**config.mk**
```make
export PLATFORM = sky130hd
export DESIGN_NAME = quoted_argument_tokenizer
export DESIGN_NICKNAME = d
export VERILOG_FILES = /design/src/hw/rtl/qat_pkg.sv /design/src/hw/rtl/qat_decode.sv /design/src/hw/rtl/qat_result_buf.sv /design/src/hw/rtl/quoted_argument_tokenizer.sv
export SDC_FILE = /design/constraint.sdc
export NUM_CORES = 1
export LEC_CHECK = 0
export ABC_AREA = 0
export BUFFER_PORTS_ARGS = -buffer_cell sky130_fd_sc_hd__clkbuf_2
export CORE_ASPECT_RATIO = 0.8
export CORE_MARGIN = 2
export CORE_UTILIZATION = 40
export DETAILED_ROUTE_END_ITERATION = 10
export GPL_ROUTABILITY_DRIVEN = 0
export PLACE_DENSITY_LB_ADDON = 0.1
export SETUP_SLACK_MARGIN = 0.15
export SYNTH_ARGS = -nofsm -noshare
export SYNTH_HDL_FRONTEND = slang
export SYNTH_HIERARCHICAL = 1
export SYNTH_SLANG_ARGS = --single-unit
```
**constraint.sdc**
```tcl
create_clock -name clk -period 3.3 [get_ports clk]
set_input_delay 0.33 -clock clk [delete_from_list [all_inputs] [get_ports clk]]
set_output_delay 0.33 -clock clk [all_outputs]
set_load 0.05 [all_outputs]
```
**src/hw/rtl/qat_pkg.sv**
```systemverilog
// shared types and constants for the quoted argument tokenizer
// result item layout, result kinds, quote modes and character codes
// no dependencies
package qat_pkg;

  localparam int unsigned MaxResults = 3;

  typedef enum logic [1:0] {
    KIND_DATA      = 2'd0,
    KIND_TOKEN_END = 2'd1,
    KIND_LINE_END  = 2'd2
  } kind_t;

  typedef logic [1:0] quote_mode_t;

  localparam quote_mode_t QM_NONE   = 2'd0;
  localparam quote_mode_t QM_SINGLE = 2'd1;
  localparam quote_mode_t QM_DOUBLE = 2'd2;

  localparam logic [7:0] CH_NUL    = 8'h00;
  localparam logic [7:0] CH_SPACE  = 8'h20;
  localparam logic [7:0] CH_TAB    = 8'h09;
  localparam logic [7:0] CH_CR     = 8'h0D;
  localparam logic [7:0] CH_APOS   = 8'h27;
  localparam logic [7:0] CH_DQUOTE = 8'h22;
  localparam logic [7:0] CH_BSLASH = 8'h5C;

  typedef struct packed {
    kind_t      kind;
    logic [7:0] data;
    logic       err;
  } result_t;

  typedef struct packed {
    logic [1:0]                    cnt;
    result_t [MaxResults-1:0]      res;
  } result_set_t;

endpackage

```
**src/hw/rtl/qat_decode.sv**
```systemverilog
// tokenizer state and per-byte decode into a set of up to three results
// depends on qat_pkg
module qat_decode (
  input  logic                 clk,
  input  logic                 rst,
  input  logic                 advance,
  input  logic [7:0]           in_byte,
  output qat_pkg::result_set_t set
);
  import qat_pkg::*;

  quote_mode_t quote_mode, quote_mode_next;
  logic        backslash_pending, backslash_pending_next;
  logic        inside_token, inside_token_next;

  logic [1:0]  n;
  logic        done;
  logic        sep;
  result_t [MaxResults-1:0] res;

  always_comb begin
    n = 2'd0;
    done = 1'b0;
    res = '0;
    quote_mode_next = quote_mode;
    backslash_pending_next = backslash_pending;
    inside_token_next = inside_token;
    sep = (in_byte == CH_SPACE) || (in_byte >= CH_TAB && in_byte <= CH_CR);

    if (backslash_pending) begin
      backslash_pending_next = 1'b0;
      res[n].kind = KIND_DATA;
      if (in_byte == CH_APOS) begin
        res[n].data = CH_APOS;
        done = 1'b1;
      end else begin
        res[n].data = CH_BSLASH;
      end
      n = n + 2'd1;
    end

    if (!done) begin
      if (in_byte == CH_NUL) begin
        if (inside_token) begin
          res[n].kind = KIND_TOKEN_END;
          n = n + 2'd1;
        end
        res[n].kind = KIND_LINE_END;
        res[n].err = (quote_mode != QM_NONE);
        n = n + 2'd1;
        quote_mode_next = QM_NONE;
        inside_token_next = 1'b0;
      end else if (quote_mode == QM_NONE) begin
        if (sep) begin
          if (inside_token) begin
            res[n].kind = KIND_TOKEN_END;
            n = n + 2'd1;
            inside_token_next = 1'b0;
          end
        end else begin
          inside_token_next = 1'b1;
          if (in_byte == CH_APOS) begin
            quote_mode_next = QM_SINGLE;
          end else if (in_byte == CH_DQUOTE) begin
            quote_mode_next = QM_DOUBLE;
          end else begin
            res[n].kind = KIND_DATA;
            res[n].data = in_byte;
            n = n + 2'd1;
          end
        end
      end else begin
        inside_token_next = 1'b1;
        if (quote_mode == QM_SINGLE && in_byte == CH_BSLASH) begin
          backslash_pending_next = 1'b1;
        end else if ((quote_mode == QM_SINGLE && in_byte == CH_APOS) ||
                     (quote_mode == QM_DOUBLE && in_byte == CH_DQUOTE)) begin
          quote_mode_next = QM_NONE;
        end else begin
          res[n].kind = KIND_DATA;
          res[n].data = in_byte;
          n = n + 2'd1;
        end
      end
    end

    set.cnt = n;
    set.res = res;
  end

  always_ff @(posedge clk) begin
    if (rst) begin
      quote_mode <= QM_NONE;
      backslash_pending <= 1'b0;
      inside_token <= 1'b0;
    end else if (advance) begin
      quote_mode <= quote_mode_next;
      backslash_pending <= backslash_pending_next;
      inside_token <= inside_token_next;
    end
  end

endmodule

```
**src/hw/rtl/qat_result_buf.sv**
```systemverilog
// result register that hands out one result per cycle from a loaded set while out_ready is high
// depends on qat_pkg
module qat_result_buf (
  input  logic                 clk,
  input  logic                 rst,
  input  logic                 load,
  input  qat_pkg::result_set_t set,
  output logic                 free,
  output logic                 out_valid,
  input  logic                 out_ready,
  output qat_pkg::result_t     head,
  output logic                 head_last
);
  import qat_pkg::*;

  result_t [MaxResults-1:0] slots;
  logic [1:0]               left;
  logic                     pop;

  assign out_valid = (left != 2'd0);
  assign pop       = out_valid && out_ready;
  assign free      = (left == 2'd0) || (left == 2'd1 && out_ready);
  assign head      = slots[0];
  assign head_last = (left == 2'd1);

  always_ff @(posedge clk) begin
    if (rst) begin
      left <= 2'd0;
    end else if (load) begin
      left <= set.cnt;
    end else if (pop) begin
      left <= left - 2'd1;
    end
  end

  // payload, no reset needed
  always_ff @(posedge clk) begin
    if (load) begin
      slots <= set.res;
    end else if (pop) begin
      slots <= {result_t'('0), slots[MaxResults-1:1]};
    end
  end

endmodule

```
**src/hw/rtl/quoted_argument_tokenizer.sv**
```systemverilog
// Shell-style argument tokenizer: takes one line byte per item (0 ends the line) and
// gives data bytes, token ends and a line end with an open-quote flag. One byte is
// taken every cycle while each byte yields at most one result and out_ready is high;
// a byte yielding two or three results holds the input until the single result port
// has passed them on. A byte passes an input register, then decode into the result
// register, where its first result shows. Depends on qat_pkg and submodules.
module quoted_argument_tokenizer (
  input  logic       clk,
  input  logic       rst,
  input  logic       in_valid,
  output logic       in_ready,
  input  logic [7:0] in_byte,
  output logic       out_valid,
  input  logic       out_ready,
  output logic [1:0] result_kind,
  output logic [7:0] out_byte,
  output logic       open_quote_error,
  output logic       last
);
  import qat_pkg::*;

  logic        held;
  logic [7:0]  held_byte;
  logic        free;
  logic        advance;
  result_set_t set;
  result_t     head;
  logic        head_last;

  assign advance  = held && free;
  assign in_ready = !held || free;

  always_ff @(posedge clk) begin
    if (rst) begin
      held <= 1'b0;
    end else if (in_ready) begin
      held <= in_valid;
    end
  end

  always_ff @(posedge clk) begin
    if (in_ready && in_valid) begin
      held_byte <= in_byte;
    end
  end

  qat_decode u_decode (
    .clk     (clk),
    .rst     (rst),
    .advance (advance),
    .in_byte (held_byte),
    .set     (set)
  );

  qat_result_buf u_result_buf (
    .clk       (clk),
    .rst       (rst),
    .load      (advance),
    .set       (set),
    .free      (free),
    .out_valid (out_valid),
    .out_ready (out_ready),
    .head      (head),
    .head_last (head_last)
  );

  assign result_kind      = head.kind;
  assign out_byte         = head.data;
  assign open_quote_error = head.err;
  assign last             = head_last;

endmodule
```
==> results.ini, run 1 <==
[floorplanning]
die_w_um = 100.1
initial_core_util_pct = 40.59
die_h_um = 80.92
io_pins = 26
fp.dieArea_mm2 = 0.008103
placeableCoreArea_mm2 = 0.007287
rows = 28

[cts]
cts.clk_slew.worst_paths_ns = 0.09
worstSkewPairLatency_ns = 0.30
clock_sinks = 48
postCtsSetupBuffers = 0
clockBufferDepth = 2
cts-root-buf = clkbuf_8
cts_inserted_buffers = 5
htreeDepth = 2
cts_hold_buf = 0
post_cts_resized = 0
cts_tree = built

[route]
wl_per_cell_um = 15.29
via_count = 1890
route.detailed.drc = 0
routed_wl_mm = 5.534
dr.pass1.iters = 4
via_per_inst = 5.221
ant_nets = 0
drt_first_iter_violations = 161

[cells_and_area]
layout_common_cells = 41 x edfxtp_1, 25 x clkbuf_2, 17 x nand2_1, 17 x mux2_4, 16 x nor2_1
final_common_cell = edfxtp_1
fillers = 713
diodes = 0
multi_input_area_mm2 = 0.001363
regArea_mm2 = 0.001371
nets = 292
drive_above_1_share_pct = 27.21
area_growth_pct = 5.880

[placed_design]
port_buffers = 25
hpwl_mm = 3.840

[yosys]
synthMuxAreaShare_pct = 11.93
ys_ff_latch = 48
synth_cells = 256
synth_xor_area_share_pct = 0.2961
synth_fa_ha_area_share_pct = 3.807
synth_edf_count = 41
netlist_area_mm2 = 0.002958
synth_compound_area_share_pct = 10.19
synth_ff_type = edfxtp_1
yosysSeqAreaShare_pct = 46.36
synth_cell_type_count = 60
synthArstFlopShare_pct = 0
synth_top_family_by_area = simple AND/OR/NAND/NOR gates
synth_simple_gate_area_share_pct = 18.70
avgSynthCellArea_um2 = 11.55
ys_warn_count = 6

[min_path]
hold_class = in -> reg
hold_path_depth = 1
hold_end = held_byte[1]
hold_start = in_byte[1]

[timing]
rsz0062_at_grt = false
finClkSkew_ns = 0.004457
maxSlewViolCount = 0
holdWs_ns = 0.2036
finalHoldViolCount = 0
fmax_mhz = 400.4
post-route-min-period_ns = 2.498
worst_slew_pin_slew_ns = 0.5659
fin_tns_setup_ns = 0
setup_violations = 0
maxSlewHeadroom_pct = 62.17
fin_crit_sh_pct = 75.69

[worst_setup_path]
startpoint_type = flop
crit_type = reg -> reg
rrSetupSlack_ns = 0.80
critical_path_arrival_ns = 2.56
worstReg2RegEnd = u_result_buf/head[2]
worst-path-max-fanout = 8
r2r_start = held_byte[1]
critPathCaptureType = flop
r2r_cells = 6
worstPathRequired_ns = 3.36

[grt]
grt_pass1_wl_mm = 9.225
grt_max_degree = 39
grt_pass1_vias = 1754
overflow = 0
antenna_found_initial = 0
track_usage_pct = 14.76

[status]
status = finished, final reports clean

[job]
maxCapViolCount = 0

[power]
power_density_mw_per_mm2 = 533.4
leakagePower_nw = 1.248
irDropWorstVdd_uv = 217.1
power_mw = 1.671

state kept, by name, indices dropped and copies added, names as in the netlist:
register and flops:
held 1, held_byte 8, u_decode/backslash_pending 1, u_decode/inside_token 1
u_decode/quote_mode 2, u_result_buf/head 11, u_result_buf/left 2, u_result_buf/slots 22
routing by layer:
metal / GRT usage [%] / share of wire [%] / up-vias
met5: 0 / 0 / -
li1: - / - / 944
met4: 3.699 / 0.87 / 0
met2: 22.01 / 42 / 52
met1: 21.84 / 52 / 887
met3: 3.098 / 5.3 / 7
worst max-delay path by stage:
stage                          from                    to  slack [ns]
2_1_floorplan  u_result_buf/left[0]  u_result_buf/head[0]        0.64
3_3_place_gp           held_byte[1]  u_result_buf/head[6]        0.87
3_5_place_dp           held_byte[1]  u_result_buf/head[2]        0.84
4_1_cts                held_byte[1]  u_result_buf/head[2]        0.83
5_1_grt                held_byte[1]  u_result_buf/head[6]        0.72
6_report               held_byte[1]  u_result_buf/head[2]        0.80
cell families after synthesis:
logic type	count (synthesis)
adders and majority gates	9
muxes	26
buffers and inverters	39
other	1
xor gates and xnor gates	1
DFF	48
and+or+nand+nor	93
AOI/OAI and AO/OA	39
power breakdown:
group,switching [mW],internal (mW),total (mW)
sequential,0.0462,0.807,0.853
combinational,0.300,0.177,0.477
clock,0.191,0.149,0.340
critical path, stage by stage (launching register included):
cell      delay (ns)
edfxtp_1        0.52
or4b_1          0.56
a21o_1          0.24
a21oi_4         0.24
o21a_1          0.29
o21ai_0         0.14
mux2_4          0.27
synth_stat cells, types with 4 or more instances:
cell	count	area (um2)
a21o_1	5	37.54
a21oi_1	7	35.03
and2_1	15	93.84
and3_1	6	37.54
buf_4	20	150.1
buf_6	4	45.04
clkbuf_1	6	22.52
dfxtp_1	7	140.1
edfxtp_1	41	1231
ha_1	9	112.6
inv_1	5	18.77
mux2_2	6	67.56
mux2_4	17	255.2
nand2_1	17	63.81
nand3_1	7	35.03
nand3b_1	4	30.03
nor2_1	16	60.06
o21ai_0	7	35.03
cell type report:
cell class / instances / share of cell area [%]
Tap cell: 90 / 3.596
Clock buffer: 7 / 2.437
Multi-Input combinational cell: 177 / 43.51
Sequential cell: 48 / 43.79
Inverter: 7 / 0.8390
Clock inverter: 1 / 0.1598
Timing Repair Buffer: 32 / 5.673
metrics by stage:
| step | cell area, um2 | std cells | setup WS, ns | utilization (%) |
|---|---|---|---|---|
| global placement | 3050 | 354 | 0.8734 | 41.86 |
| finish | 3132 | 362 | 0.8023 | 42.98 |
| detailed placement | 3050 | 354 | 0.8366 | 41.86 |
| floorplan | 2988 | 264 | 0.6408 | - |
| CTS | 3132 | 362 | 0.8251 | 42.98 |
| global route | 3132 | 362 | 0.7181 | 42.98 |
Note: power is estimated with default switching activity, not from simulation.
==> inputs of run 2 (changes only) <==
Clock period 3.3 ns to 2.6 ns, I/O delays scaled along.
==> run 2 against run 1 <==
Routed wire length fell by 1.1%; total power increased by 29%; register-to-register slack got worse by 0.56 ns; worst hold slack worse by 0.072 ns; fmax grew 5.9%; via count grew 0.69%; clock skew is 0.0017 ns higher; combinational power increased by 31%; non-clock buffer count rose by 8; critical path type unchanged; largest cell class is now multi-input gates.
==> results.ini, run 2 (synthesized netlist as in run 1, its figures left out) <==
[power]
p_comb_share_pct = 29.0
power.net_switching_mw = 0.6814
irDropWorstVdd_uv = 259.4
power_density_mw_per_mm2 = 670.7
clock_power_share_pct = 21.1
leakagePower_nw = 1.285
internal_power_mw = 1.477
p_sw_share_pct = 31.57
power_mw = 2.158
power_frac_seq_pct = 49.9

[timing]
fmax_mhz = 424.1
post-route-min-period_ns = 2.358
fin_crit_sh_pct = 90.69
worst_slew_pin_slew_ns = 0.7887
rsz0062_at_grt = true
finalHoldViolCount = 0
finClkSkew_ns = 0.006135
maxSlewViolCount = 0
maxSlewHeadroom_pct = 47.42
setup_violations = 0
fin_tns_setup_ns = 0

[grt]
grtUsageMet2_pct = 21.34
grt_pass1_vias = 1795
antenna_found_initial = 0
busiest_layer = met1
track_usage_pct = 14.60
grt_use_met1_pct = 21.55
grt_pass1_wl_mm = 9.163
grt_max_degree = 34
gr-usage-met3_pct = 3.356
overflow = 0

[floorplanning]
die_h_um = 80.92
initial_core_util_pct = 40.59
io_pins = 26
placeableCoreArea_mm2 = 0.007287
rows = 28
fp.dieArea_mm2 = 0.008103
die_w_um = 100.1

[route]
via_count = 1903
drt_first_iter_violations = 153
dr.pass1.iters = 4
wl_per_cell_um = 14.79
route.detailed.drc = 0
ant_nets = 0
via_per_inst = 5.143
routed_wl_mm = 5.471

[job]
maxCapViolCount = 0

[cells_and_area]
top_register = u_result_buf/slots
final_common_cell = edfxtp_1
nets = 300
drive_above_1_share_pct = 30.71
layout_common_cells = 41 x edfxtp_1, 25 x clkbuf_2, 17 x nand2_1, 17 x mux2_4, 16 x nor2_1
diodes = 0
largest_register_ffs = 22
area_growth_pct = 8.799

[worst_setup_path]
worstPathRequired_ns = 2.83
critPathCaptureType = flop
worst-path-max-fanout = 8
startpoint_type = flop
critical_path_arrival_ns = 2.58
crit_type = reg -> reg

[placed_design]
port_buffers = 25
hpwl_mm = 3.966

[cts]
cts.clk_slew.worst_paths_ns = 0.09
htreeDepth = 2
cts_inserted_buffers = 5
cts-root-buf = clkbuf_8
cts_hold_buf = 0
cts_tree = built
clock_sinks = 48
clockBufferDepth = 2
worstSkewPairLatency_ns = 0.30

[status]
status = finished, final reports clean

[min_path]
hold_class = in -> reg

run 2: critical path: stages, from the launching register on:
cell	delay (ns)
edfxtp_1	0.51
or4b_1	0.51
a21o_1	0.24
a21oi_4	0.24
mux2_2	0.37
o221ai_1	0.17
nor2_1	0.07
a211oi_2	0.18
run 2: timing repair:
item / in CTS / in global routing
setup buffers: 3 / 0
endpoints found under the hold margin: 0 / 0
gates resized for setup: 1 / 2
setup endpoints to repair: 3 / 4
run 2: worst paths after layout:
| check | from | endpoint | slack [ns] | cells past startpoint |
|---|---|---|---|---|
| worst max-delay path | held_byte[3] | u_result_buf/left[0] | 0.24 | 7 |
| worst min-delay path | in_byte[7] | held_byte[7] | 0.13 | 1 |
| worst max register to register | held_byte[3] | u_result_buf/left[0] | 0.24 | 7 |
| worst min register to register | held | held | 0.50 | 2 |
run 2: metrics by stage:
step	hold WS (ns)	setup slack (ns)	utilization [%]	cells	instance area, um2
4_1_cts	0.1238	0.2317	43.99	370	3206
3_5_place_dp	0.4386	0.1113	42.43	359	3092
6_report	0.1315	0.2421	44.16	370	3218
3_3_place_gp	0.4367	0.1672	42.43	359	3092
2_1_floorplan	0.3224	0.2121	-	264	2992
5_1_grt	0.1132	0.1274	44.16	370	3218
run 2: final cells by class:
type	count	area [um2]
Inverter	7	30.03
Multi-Input combinational cell	177	1376
Sequential cell	48	1371
Clock buffer	8	90.09
Tap cell	90	112.6
Fill cell	714	4069
Timing Repair Buffer	40	237.7
run 2: metal layers:
layer  routed length [um]  part of all wire (%)  vias up
li1                     -                     -      956
met1                 2860                    52      892
met2                 2293                    42       46
met3                  246                   4.5        9
met4                   70                   1.3        0
met5                    0                     0        -
run 2: power by group through the flow:
stage	sequential, mW	clock, mW	combinational (mW)
after floorplan	1.08	0	0.587
after global placement	1.10	0	0.624
after detailed placement	1.10	0	0.626
after CTS	1.08	0.477	0.635
after global routing	1.10	0.508	0.673
final	1.08	0.455	0.625
==> inputs of run 3 (changes only) <==
Settings changed: BUFFER_PORTS_ARGS -buffer_cell sky130_fd_sc_hd__clkbuf_2 to -buffer_cell sky130_fd_sc_hd__buf_2.
==> run 3 against run 2 <==
Fmax rose by 0.26%; sequential cell count did not move; first-iteration DRC count fell by 13%; combinational power barely moved; non-clock buffer count rose by 1; die area did not move; sequential share of layout area rose by 0.066 points; global-route usage rose by 0.15 points; total power fell by 1.1%; count of clock-buffer cells in the layout fell by 3; clock skew rose by 0.0022 ns; highest routed layer unchanged.
==> results.ini, run 3 (synthesized netlist as in run 1, its figures left out) <==
[floorplanning]
fp.dieArea_mm2 = 0.008103
die_w_um = 100.1
io_pins = 26
placeableCoreArea_mm2 = 0.007287
die_h_um = 80.92
initial_core_util_pct = 40.59
rows = 28

[power]
power_density_mw_per_mm2 = 664.4
leakagePower_nw = 1.285
irDropWorstVdd_uv = 265.9

[grt]
grt_max_degree = 34
grt_pass1_vias = 1814
overflow = 0
antenna_found_initial = 0
track_usage_pct = 14.74
grt_pass1_wl_mm = 9.163

[timing]
fin_tns_setup_ns = 0
post-route-min-period_ns = 2.352
finalHoldViolCount = 0
maxSlewViolCount = 0
maxSlewHeadroom_pct = 45.56
finClkSkew_ns = 0.008324
fmax_mhz = 425.2
setup_violations = 0
fin_crit_sh_pct = 90.46
worst_slew_pin_slew_ns = 0.8167
rsz0062_at_grt = false
holdWs_ns = 0.1315

[cells_and_area]
drive_above_1_share_pct = 31.32
nets = 301
multi_input_area_mm2 = 0.001374
regArea_mm2 = 0.001371
final_common_cell = edfxtp_1
layout_common_cells = 41 x edfxtp_1, 25 x buf_2, 17 x nand2_1, 17 x mux2_4, 16 x nor2_1
area_growth_pct = 8.629
diodes = 0
largest_register_ffs = 22
top_register = u_result_buf/slots
fillers = 696

[worst_setup_path]
crit_chain = or4b_1, a21o_1, a21oi_4, mux2_2, o221ai_1, nor2_1, a211oi_2
crit_type = reg -> reg
critPathTopFamily = compound AO/OA/AOI/OAI gates
crit_slowest_cell = or4b_1
worst-path-max-fanout = 6
crit_buf_inv = 0
cpPeakStageDelay_ns = 0.55
worstPathRequired_ns = 2.83
startpoint_type = flop
critPathCaptureType = flop
critical_path_arrival_ns = 2.58

[cts]
cts-root-buf = clkbuf_8
cts_inserted_buffers = 5
worstSkewPairLatency_ns = 0.30
cts.clk_slew.worst_paths_ns = 0.09
cts_tree = built
htreeDepth = 2
clock_sinks = 48
clockBufferDepth = 2

[job]
maxCapViolCount = 0

[status]
status = finished, final reports clean

[route]
wl_per_cell_um = 15.02
route.detailed.drc = 0
via_per_inst = 5.127
via_count = 1902
drt_first_iter_violations = 133
ant_nets = 0
dr.pass1.iters = 4
routed_wl_mm = 5.574

[placed_design]
port_buffers = 25
hpwl_mm = 3.935

[min_path]
hold_class = in -> reg

run 3: area by class of cell:
| cell class | count | share of cell area (%) |
|---|---|---|
| inverters | 7 | 0.9346 |
| clock inverters | 3 | 0.4283 |
| multi-input cells | 177 | 42.76 |
| well taps | 90 | 3.505 |
| repair buffers | 41 | 7.555 |
| clock buffers | 5 | 2.142 |
| flip-flops and latches | 48 | 42.68 |
run 3: power by group:
part | total [mW] | internal, mW | switching [mW]
clock network | 0.429 | 0.183 | 0.246
logic | 0.628 | 0.237 | 0.392
registers | 1.08 | 1.03 | 0.0511
total | 2.13 | 1.45 | 0.689
run 3: through the flow:
stage | power, mW | setup WS, ns | cells | utilization [%] | area [um2]
6_report | 2.135 | 0.2481 | 371 | 44.09 | 3213
5_1_grt | 2.255 | 0.1354 | 371 | 44.09 | 3213
4_1_cts | 2.157 | 0.1642 | 368 | 43.66 | 3182
3_5_place_dp | 1.722 | 0.1513 | 358 | 42.32 | 3084
3_3_place_gp | 1.719 | 0.1764 | 358 | 42.32 | 3084
2_1_floorplan | 1.664 | 0.2121 | 264 | - | 2992
run 3: worst paths after layout:
kind,cells after the start,to,start,slack (ns)
setup / recovery,7,u_result_buf/left[0],held_byte[0],0.25
hold / removal,1,held_byte[7],in_byte[7],0.13
setup reg to reg,7,u_result_buf/left[0],held_byte[0],0.25
hold reg to reg,2,held,held,0.50
run 3: metal layers:
layer / GRT usage, % / share of wire, % / up-vias / wire [um]
met5: 0 / 0 / - / 0
met4: 5.342 / 2.1 / 0 / 116
met3: 3.270 / 3.9 / 10 / 217
met2: 22.35 / 42 / 41 / 2360
met1: 20.79 / 52 / 896 / 2880
li1: - / - / 955 / -
run 3: repair_timing:
action	CTS	global route
hold buffers	0	0
cloned	0	0
buffers inserted	2	3
pin swaps	0	1
gates resized for setup	0	3
endpoints found under the setup margin	2	10
